[src/rtl/grouped_int8_quant_dot_product_top_defines.svh]
// ----------------------------------------------------------------------------
// Assertion macros for the grouped int8 quantised dot product
// Concurrent checks that are compiled out when SYNTHESIS is defined.
// ----------------------------------------------------------------------------
`ifndef GROUPED_INT8_QUANT_DOT_PRODUCT_TOP_DEFINES_SVH
`define GROUPED_INT8_QUANT_DOT_PRODUCT_TOP_DEFINES_SVH

`ifndef SYNTHESIS
`define GQ_ASSERT_IMP(lbl, clk_s, rstn_s, ante, cons) \
    lbl: assert property (@(posedge clk_s) disable iff (!rstn_s) (ante) |-> (cons)) \
        else $error("gqdot assertion failed");
`define GQ_ASSERT_NXT(lbl, clk_s, rstn_s, ante, cons) \
    lbl: assert property (@(posedge clk_s) disable iff (!rstn_s) (ante) |=> (cons)) \
        else $error("gqdot assertion failed");
`else
`define GQ_ASSERT_IMP(lbl, clk_s, rstn_s, ante, cons)
`define GQ_ASSERT_NXT(lbl, clk_s, rstn_s, ante, cons)
`endif

`endif

[src/rtl/gqdot_pkg.sv]
// ----------------------------------------------------------------------------
// gqdot_pkg
// Types and constants shared by the grouped quantised dot product modules.
// ----------------------------------------------------------------------------
`default_nettype none

package gqdot_pkg;

    localparam int LANES   = 4;
    localparam int PSUM_W  = 18;
    localparam int SCALE_W = 20;
    localparam int GACC_W  = 32;
    localparam int ROW_W   = 56;
    localparam int PROD_W  = GACC_W + SCALE_W + 1;

    localparam logic [1:0] FMT_Q8 = 2'd0;
    localparam logic [1:0] FMT_Q6 = 2'd1;
    localparam logic [1:0] FMT_Q4 = 2'd2;

    localparam logic signed [ROW_W-1:0] ROW_MAX = {1'b0, {(ROW_W-1){1'b1}}};
    localparam logic signed [ROW_W-1:0] ROW_MIN = {1'b1, {(ROW_W-1){1'b0}}};

    typedef struct packed {
        logic signed [7:0]  act_0;
        logic signed [7:0]  act_1;
        logic signed [7:0]  act_2;
        logic signed [7:0]  act_3;
        logic [31:0]        weight_word;
        logic [2:0]         valid_count;
        logic [15:0]        weight_scale;
        logic [15:0]        act_scale;
        logic               group_end;
        logic               row_end;
    } in_item_t;

    typedef struct packed {
        logic signed [ROW_W-1:0] row_sum;
        logic                    saturated;
    } out_item_t;

    // One classified chunk as it travels from the front part to the back part.
    typedef struct packed {
        logic signed [PSUM_W-1:0] psum;
        logic [SCALE_W-1:0]       scale;
        logic                     close;
        logic                     row_end;
    } q_entry_t;

endpackage

`default_nettype wire

[src/rtl/gqdot_front.sv]
// ----------------------------------------------------------------------------
// gqdot_front
// Decodes the packed weights, forms the lane products and the combined scale.
// ----------------------------------------------------------------------------
`default_nettype none

module gqdot_front (
    input  wire logic               clk,
    input  wire logic               rst_n,
    input  wire logic               req_valid,
    output logic                    req_stall,
    input  wire gqdot_pkg::in_item_t req_data,
    input  wire logic               cfg_we,
    input  wire logic [1:0]         cfg_data,
    input  wire logic               q_full,
    output logic                    push,
    output gqdot_pkg::q_entry_t     push_entry
);
    import gqdot_pkg::*;

    logic [1:0]               fmt_reg;
    logic [1:0]               fmt_next;
    logic signed [7:0]        acts [LANES];
    logic signed [7:0]        wts [LANES];
    logic signed [15:0]       prods [LANES];
    logic signed [PSUM_W-1:0] psum;
    logic [31:0]              scale_prod;

    assign fmt_next = cfg_we ? cfg_data : fmt_reg;

    always_ff @(posedge clk or negedge rst_n)
    begin
        if (!rst_n)
        begin
            fmt_reg <= FMT_Q8;
        end
        else
        begin
            fmt_reg <= fmt_next;
        end
    end

    assign acts[0] = req_data.act_0;
    assign acts[1] = req_data.act_1;
    assign acts[2] = req_data.act_2;
    assign acts[3] = req_data.act_3;

    always_comb
    begin
        psum = '0;
        for (int k = 0; k < LANES; k++)
        begin
            unique case (fmt_reg)
                FMT_Q8:  wts[k] = $signed(req_data.weight_word[8*k +: 8]);
                FMT_Q6:  wts[k] = 8'($signed(req_data.weight_word[6*k +: 6]));
                FMT_Q4:  wts[k] = 8'($signed(req_data.weight_word[4*k +: 4]));
                default: wts[k] = '0;
            endcase
            prods[k] = acts[k] * wts[k];
            // Counts above the lane total simply enable every lane.
            if (3'(k) < req_data.valid_count)
            begin
                psum = psum + PSUM_W'(prods[k]);
            end
        end
    end

    assign scale_prod = 32'(req_data.weight_scale) * 32'(req_data.act_scale);

    assign req_stall          = q_full;
    assign push               = req_valid && !q_full;
    assign push_entry.psum    = psum;
    assign push_entry.scale   = scale_prod[31:12];
    assign push_entry.close   = req_data.group_end || req_data.row_end;
    assign push_entry.row_end = req_data.row_end;

endmodule

`default_nettype wire

[src/rtl/gqdot_queue.sv]
// ----------------------------------------------------------------------------
// gqdot_queue
// Short first-in first-out queue between the front and back parts.
// ----------------------------------------------------------------------------
`default_nettype none

module gqdot_queue #(
    parameter int DEPTH = 4
) (
    input  wire logic               clk,
    input  wire logic               rst_n,
    input  wire logic               push,
    input  wire gqdot_pkg::q_entry_t push_entry,
    input  wire logic               pop,
    output logic                    full,
    output logic                    not_empty,
    output gqdot_pkg::q_entry_t     head
);
    import gqdot_pkg::*;

    localparam int PTR_W = (DEPTH > 1) ? $clog2(DEPTH) : 1;
    localparam int CNT_W = $clog2(DEPTH + 1);

    q_entry_t         slots [DEPTH];
    logic [PTR_W-1:0] wr_ptr_reg;
    logic [PTR_W-1:0] wr_ptr_next;
    logic [PTR_W-1:0] rd_ptr_reg;
    logic [PTR_W-1:0] rd_ptr_next;
    logic [CNT_W-1:0] count_reg;
    logic [CNT_W-1:0] count_next;

    function automatic logic [PTR_W-1:0] bump(input logic [PTR_W-1:0] p);
        return (p == PTR_W'(DEPTH - 1)) ? '0 : p + 1'b1;
    endfunction

    assign full      = (count_reg == CNT_W'(DEPTH));
    assign not_empty = (count_reg != '0);
    assign head      = slots[rd_ptr_reg];

    always_comb
    begin
        wr_ptr_next = push ? bump(wr_ptr_reg) : wr_ptr_reg;
        rd_ptr_next = pop ? bump(rd_ptr_reg) : rd_ptr_reg;
        count_next  = count_reg;
        priority if (push && !pop)
        begin
            count_next = count_reg + 1'b1;
        end
        else if (pop && !push)
        begin
            count_next = count_reg - 1'b1;
        end
    end

    always_ff @(posedge clk or negedge rst_n)
    begin
        if (!rst_n)
        begin
            wr_ptr_reg <= '0;
            rd_ptr_reg <= '0;
            count_reg  <= '0;
        end
        else
        begin
            wr_ptr_reg <= wr_ptr_next;
            rd_ptr_reg <= rd_ptr_next;
            count_reg  <= count_next;
        end
    end

    always_ff @(posedge clk)
    begin
        if (push)
        begin
            slots[wr_ptr_reg] <= push_entry;
        end
    end

endmodule

`default_nettype wire

[src/rtl/gqdot_back.sv]
// ----------------------------------------------------------------------------
// gqdot_back
// Group accumulation, group scaling and the saturating row accumulator.
// ----------------------------------------------------------------------------
`default_nettype none

`include "grouped_int8_quant_dot_product_top_defines.svh"

module gqdot_back (
    input  wire logic               clk,
    input  wire logic               rst_n,
    input  wire logic               q_valid,
    input  wire gqdot_pkg::q_entry_t head,
    output logic                    pop,
    output logic                    res_valid,
    input  wire logic               res_stall,
    output gqdot_pkg::out_item_t    res_data
);
    import gqdot_pkg::*;

    typedef enum logic [2:0] {
        ST_IDLE = 3'b001,
        ST_MUL  = 3'b010,
        ST_ADD  = 3'b100
    } back_state_t;

    back_state_t              state_reg;
    back_state_t              state_next;
    logic [GACC_W-1:0]        gacc_reg;
    logic [GACC_W-1:0]        gacc_next;
    logic [GACC_W-1:0]        gsum;
    logic [GACC_W-1:0]        gclose_reg;
    logic [SCALE_W-1:0]       scale_reg;
    logic                     rend_reg;
    logic signed [PROD_W-1:0] prod_reg;
    logic signed [PROD_W-1:0] prod;
    logic signed [ROW_W-1:0]  row_acc_reg;
    logic signed [ROW_W-1:0]  row_acc_next;
    logic                     clip_reg;
    logic                     clip_next;
    logic signed [ROW_W:0]    wide_sum;
    logic                     clipped;
    logic signed [ROW_W-1:0]  sat_sum;
    logic                     out_free;
    logic                     emit;
    logic                     res_valid_reg;
    logic                     res_valid_next;
    out_item_t                res_data_reg;

    assign gsum = gacc_reg + GACC_W'(head.psum);
    assign prod = $signed(gclose_reg) * $signed({1'b0, scale_reg});

    assign wide_sum = {row_acc_reg[ROW_W-1], row_acc_reg} + (ROW_W + 1)'(prod_reg);
    assign clipped  = wide_sum[ROW_W] ^ wide_sum[ROW_W-1];
    assign sat_sum  = !clipped ? wide_sum[ROW_W-1:0] : (wide_sum[ROW_W] ? ROW_MIN : ROW_MAX);

    assign out_free = !res_valid_reg || !res_stall;
    assign pop      = (state_reg == ST_IDLE) && q_valid;
    assign emit     = (state_reg == ST_ADD) && rend_reg && out_free;

    always_comb
    begin
        state_next   = state_reg;
        gacc_next    = gacc_reg;
        row_acc_next = row_acc_reg;
        clip_next    = clip_reg;
        unique case (state_reg)
            ST_IDLE:
            begin
                if (q_valid)
                begin
                    if (head.close)
                    begin
                        gacc_next  = '0;
                        state_next = ST_MUL;
                    end
                    else
                    begin
                        gacc_next = gsum;
                    end
                end
            end
            ST_MUL:
            begin
                state_next = ST_ADD;
            end
            ST_ADD:
            begin
                if (!rend_reg)
                begin
                    row_acc_next = sat_sum;
                    clip_next    = clip_reg || clipped;
                    state_next   = ST_IDLE;
                end
                else if (out_free)
                begin
                    row_acc_next = '0;
                    clip_next    = 1'b0;
                    state_next   = ST_IDLE;
                end
            end
            default:
            begin
                state_next = ST_IDLE;
            end
        endcase
    end

    always_comb
    begin
        res_valid_next = res_valid_reg && res_stall;
        if (emit)
        begin
            res_valid_next = 1'b1;
        end
    end

    always_ff @(posedge clk or negedge rst_n)
    begin
        if (!rst_n)
        begin
            state_reg     <= ST_IDLE;
            gacc_reg      <= '0;
            row_acc_reg   <= '0;
            clip_reg      <= 1'b0;
            res_valid_reg <= 1'b0;
        end
        else
        begin
            state_reg     <= state_next;
            gacc_reg      <= gacc_next;
            row_acc_reg   <= row_acc_next;
            clip_reg      <= clip_next;
            res_valid_reg <= res_valid_next;
        end
    end

    always_ff @(posedge clk)
    begin
        if (pop && head.close)
        begin
            gclose_reg <= gsum;
            scale_reg  <= head.scale;
            rend_reg   <= head.row_end;
        end
        if (state_reg == ST_MUL)
        begin
            prod_reg <= prod;
        end
        if (emit)
        begin
            res_data_reg.row_sum   <= sat_sum;
            res_data_reg.saturated <= clip_reg || clipped;
        end
    end

    assign res_valid = res_valid_reg;
    assign res_data  = res_data_reg;

    `GQ_ASSERT_NXT(a_mul_then_add, clk, rst_n, state_reg == ST_MUL, state_reg == ST_ADD)
    `GQ_ASSERT_IMP(a_result_from_add, clk, rst_n, $rose(res_valid_reg), $past(state_reg == ST_ADD))
    `GQ_ASSERT_NXT(a_row_cleared, clk, rst_n, emit, (row_acc_reg == '0) && !clip_reg)

endmodule

`default_nettype wire

[src/rtl/grouped_int8_quant_dot_product_top.sv]
// ----------------------------------------------------------------------------
// Grouped int8 quantised dot product
// Each request carries four int8 activations and one packed weight word
// (int8, packed 6-bit or packed 4-bit, chosen by the format register) and is
// accepted while the queue has room. The front part decodes the weights and
// forms the lane products and the Q8.12 group scale; a queue of QUEUE_DEPTH
// entries hands them to the back part. The back part handles a chunk that
// does not close a group in its idle state alone; a chunk that closes a group
// or a row passes through the idle, multiply and add states (group add, scale
// multiply, saturating row add) before the next chunk is taken. Within a
// group the sustained rate is one request per cycle while the queue has room.
// A row end emits the Q44.12 row sum in the cycle after the row add, through
// an output register that holds it while the result side stalls.
// ----------------------------------------------------------------------------
`default_nettype none

module grouped_int8_quant_dot_product_top #(
    parameter int QUEUE_DEPTH = 4
) (
    input  wire logic               clk,
    input  wire logic               rst_n,
    input  wire logic               req_valid,
    output logic                    req_stall,
    input  wire gqdot_pkg::in_item_t req_data,
    output logic                    res_valid,
    input  wire logic               res_stall,
    output gqdot_pkg::out_item_t    res_data,
    input  wire logic               cfg_we,
    input  wire logic [1:0]         cfg_data
);
    import gqdot_pkg::*;

    logic     q_full;
    logic     q_not_empty;
    logic     push;
    logic     pop;
    q_entry_t push_entry;
    q_entry_t head;

    gqdot_front u_front (
        .clk        (clk),
        .rst_n      (rst_n),
        .req_valid  (req_valid),
        .req_stall  (req_stall),
        .req_data   (req_data),
        .cfg_we     (cfg_we),
        .cfg_data   (cfg_data),
        .q_full     (q_full),
        .push       (push),
        .push_entry (push_entry)
    );

    gqdot_queue #(
        .DEPTH (QUEUE_DEPTH)
    ) u_queue (
        .clk        (clk),
        .rst_n      (rst_n),
        .push       (push),
        .push_entry (push_entry),
        .pop        (pop),
        .full       (q_full),
        .not_empty  (q_not_empty),
        .head       (head)
    );

    gqdot_back u_back (
        .clk       (clk),
        .rst_n     (rst_n),
        .q_valid   (q_not_empty),
        .head      (head),
        .pop       (pop),
        .res_valid (res_valid),
        .res_stall (res_stall),
        .res_data  (res_data)
    );

endmodule

`default_nettype wire
[config.mk]
export PLATFORM = sky130hd
export DESIGN_NAME = grouped_int8_quant_dot_product_top
export DESIGN_NICKNAME = d
export VERILOG_FILES = /design/src/rtl/gqdot_pkg.sv /design/src/rtl/gqdot_front.sv /design/src/rtl/gqdot_queue.sv /design/src/rtl/gqdot_back.sv /design/src/rtl/grouped_int8_quant_dot_product_top.sv
export VERILOG_INCLUDE_DIRS = /design/src /design/src/rtl
export SDC_FILE = /design/constraint.sdc
export NUM_CORES = 2
export LEC_CHECK = 0
export BUFFER_PORTS_ARGS = -buffer_cell sky130_fd_sc_hd__buf_2
export CELL_PAD_IN_SITES_DETAIL_PLACEMENT = 0
export CELL_PAD_IN_SITES_GLOBAL_PLACEMENT = 1
export CORE_ASPECT_RATIO = 0.9
export CORE_UTILIZATION = 52
export CTS_CLUSTER_DIAMETER = 80
export DETAILED_ROUTE_END_ITERATION = 8
export PLACE_DENSITY_LB_ADDON = 0.1
export SLEW_MARGIN = 20
export SYNTH_ARGS = -nofsm -noshare
export SYNTH_HDL_FRONTEND = slang
export SYNTH_HIERARCHICAL = 1
export SYNTH_SLANG_ARGS = --single-unit
[constraint.sdc]
create_clock -name clk -period 20.1 [get_ports clk]
set_input_delay 2.01 -clock clk [delete_from_list [all_inputs] [get_ports clk]]
set_output_delay 2.01 -clock clk [all_outputs]
set_load 0.1 [all_outputs]
==> results.md <==
* Violation count after the first detailed-route iteration at 2,674
* Register-to-register setup slack at 2.38 ns
* Number of antenna violations at the first check in global routing at 2
* Max Freq at 55.60 MHz
* Average cell area after synthesis at 10.05 µm²
* Start point of the critical path: req_data[43]
* Combined area of the multi-input logic cells at around 46,000 µm²
* Final weighted congestion of routability-driven global placement at approximately 0.88
* Number of nets in the final layout at 8,110
* Full die area at 124,200 µm²
* Number of levels in the clock H-tree at 2
* Number of enable flip-flop cells after synthesis at 323
* Worst Max-Slew Pin Slew at 1.106 ns
* Clock tree buffer depth at 3
* Reg-to-reg startpoint: u_front/fmt_reg[1]
* Remaining max-slew budget at the tightest pin at about a quarter
* Worst setup margin at approximately 2.1 ns
* Fraction of post-synthesis cell area in the top cell type by area at 35.37%
* Number of register bits inferred by synthesis at ~430
* Synthesized cell area at 63,840 µm²
* Half-perimeter wire length after detailed placement at roughly 120 mm
* Top cell type by total area after synthesis: fa_1
* Most common library cell in the layout ignoring fill and taps: inv_1
* Net count after synthesis at 8,064
* Post-synthesis to final-layout area growth at 6.583%
* Via count normalized by instance count at 5.431
* Layout Utilization at between 50% and 60%
* Required time of the critical path at 20.46 ns
* Critical path depth in cells at 56
* Final setup violation count at 0
* Maximum single-stage delay on the critical path at 0.62 ns
* Outcome: complete, no violations
* FFs w/ async S/R, synth at a little under a quarter
* Top library cells by usage in the layout, fill and taps aside: inv_1 (1,242), fa_1 (1,128), and2_1 (666)
* Die outline height at ~330 µm
* Kind of critical path: in2reg
* Total length of routed wires at 159.5 mm
* Num CTS Buffers at 50
* Via count of the first global-routing pass at 47,260
* Sink Count at 425
* Worst path slowest cell: o21ai_1
* Crit start category: input port
* Distinct cells, synth at 92
* Wire length of the first global-routing pass at 262.7 mm
* Leading cell types by total area after synthesis: fa_1 (35%), edfxtp_1 (15%), ha_1 (9.4%)
* Post-cts resize count at 0
* Worst path most repeated cell: fa_1
* Starting Density at 52.58%
* Number of max-cap violations at 0
* Maximum fanout count along the critical path at 9
* Worst path top cell family by delay: adder cells
* Antenna violation net count after detailed routing at 0
* Number of port buffers at 166
* Largest net degree at the start of global routing at 58
* Sequential cell area at 12,260 µm²
* Setup repair after global routing missed its margin: no
* Buf/Inv on CP at 8
* Count of cells along the worst register-to-register path at 56
* Max Slew Vio Count at 0
* Core box area at 121,400 µm²
* Capturing element of the worst setup path: u_queue/slots[1][39]
* Final worst hold slack at just under 0.5 ns
* Hold/Removal Path Class: reg2reg
* Sequential fraction of the synthesis area at a little under a fifth
* Fillers at between 10,000 and 15,000
* First-pass iteration count of the detailed router at 5
* Ratio of cells with drive above 1 in the final layout at under 10%
* Leftover overflow at the end of global routing at 0
* Number of warnings issued by yosys at 6
* Final Skew at 0.04915 ns
* CTS tree: yes
* Post-Syn Instances at 6,349
* X dimension of the die at around 370 µm
* Final critical-path share of the clock period at 89.47%
* Clock latency of the later-clocked register in the worst-skew pair at roughly 0.64 ns
* Top-Level Pins at 167
* Shortest clock period the worst path allows after layout at around 18 ns
* Worst slack at placement at between 1.5 and 2 ns
* Setup TNS after final layout at 0 ns
* Per-cell routed wire length at 19.84 µm
* Critical path capture point type: register
* Worst flop-to-flop path endpoint: u_queue/slots[1][39]
* CTS Hold Bufs at 0
* Final hold viol count at 0
* Number of flip-flops under the largest register name at 160
* Main synth FF type: edfxtp_1
* Count of vias placed by the detailed router at 43,650
* WP data arrival at 18.34 ns
* Root Buffer: clkbuf_16
* Post-CTS setup buffer count at 0
* Clock transition time at the flip-flop clock pins of the worst setup and hold paths at 0.06 ns
* Placement Rows at 121
* Aggregate global-route resource usage at about 27%
* DRC viols at 0
==> per-stage QoR <==
stage | cells | cell area [µm²]
floorplan | 6349 | 63840
global placement | 7941 | 66250
detailed placement | 7941 | 66250
CTS | 8035 | 68010
global route | 8037 | 68040
finish | 8037 | 68040
==> cell type report <==
type	instances	area share, %
timing repair buffer	241	2.082
multi-input combinational	4435	67.52
clock buffer	55	1.896
inverter	1242	6.852
sequential	425	18.01
tap	1599	2.940
antenna	1	0.003678
clock inverter	39	0.6969
==> synthesized netlist by cell type, drive strengths merged, types with 25 or more instances <==
master and count:
xor2 78, maj3 32, a21o 89, clkbuf 213, xnor2 144, nand3 50
a22o 39, o21ai 214, nor3 34, ha 479, and3 50, o21bai 33
nand2 626, and2 671, fa 1128, buf 34, a21oi 203, nor2 174
nor2b 29, mux4 40, inv 1242, a31oi 25, nand2b 45, edfxtp 323
nand4 27, dfrtp 101
==> logic make-up (layout without fill, tap and decap cells) <==
| family | Yosys count | after routing | synth area share, % |
|---|---|---|---|
| and+or+nand+nor | 1755 | 1755 | 13.98 |
| adders and majority gates | 1639 | 1639 | 45.26 |
| buffers and inverters | 1489 | 1577 | 8.926 |
| AOI/OAI and AO/OA | 741 | 741 | 7.522 |
| DFF | 425 | 425 | 19.19 |
| xor gates and xnor gates | 223 | 223 | 3.081 |
| muxes | 77 | 77 | 2.029 |
| other | 0 | 1 | 0 |
==> worst min-delay path by stage <==
| stage | end | from | cells after the start |
|---|---|---|---|
| after floorplan | u_queue/count_reg[2] | u_queue/count_reg[2] | 1 |
| after global placement | u_queue/count_reg[2] | u_queue/count_reg[2] | 1 |
| after detailed placement | u_back/row_acc_reg[5] | u_back/row_acc_reg[5] | 2 |
| after CTS | u_back/row_acc_reg[5] | u_back/row_acc_reg[5] | 2 |
| after global routing | u_queue/count_reg[2] | u_queue/count_reg[2] | 1 |
| final | u_queue/count_reg[2] | u_queue/count_reg[2] | 1 |
==> metal layers <==
layer | vias up | share of wire, % | track usage [%] | wire length (µm)
met3 | 157 | 5.3 | 2.831 | 8528
met2 | 1077 | 46 | 42.69 | 72950
met4 | 2 | 1.6 | 5.026 | 2500
met1 | 22400 | 47 | 40.81 | 75490
li1 | 20010 | - | - | -
met5 | - | 0.0050 | 0 | 8
Power is left out: the tool's default activity adds up to more than one toggle a clock period on the data nets, which glitch-free logic cannot reach.
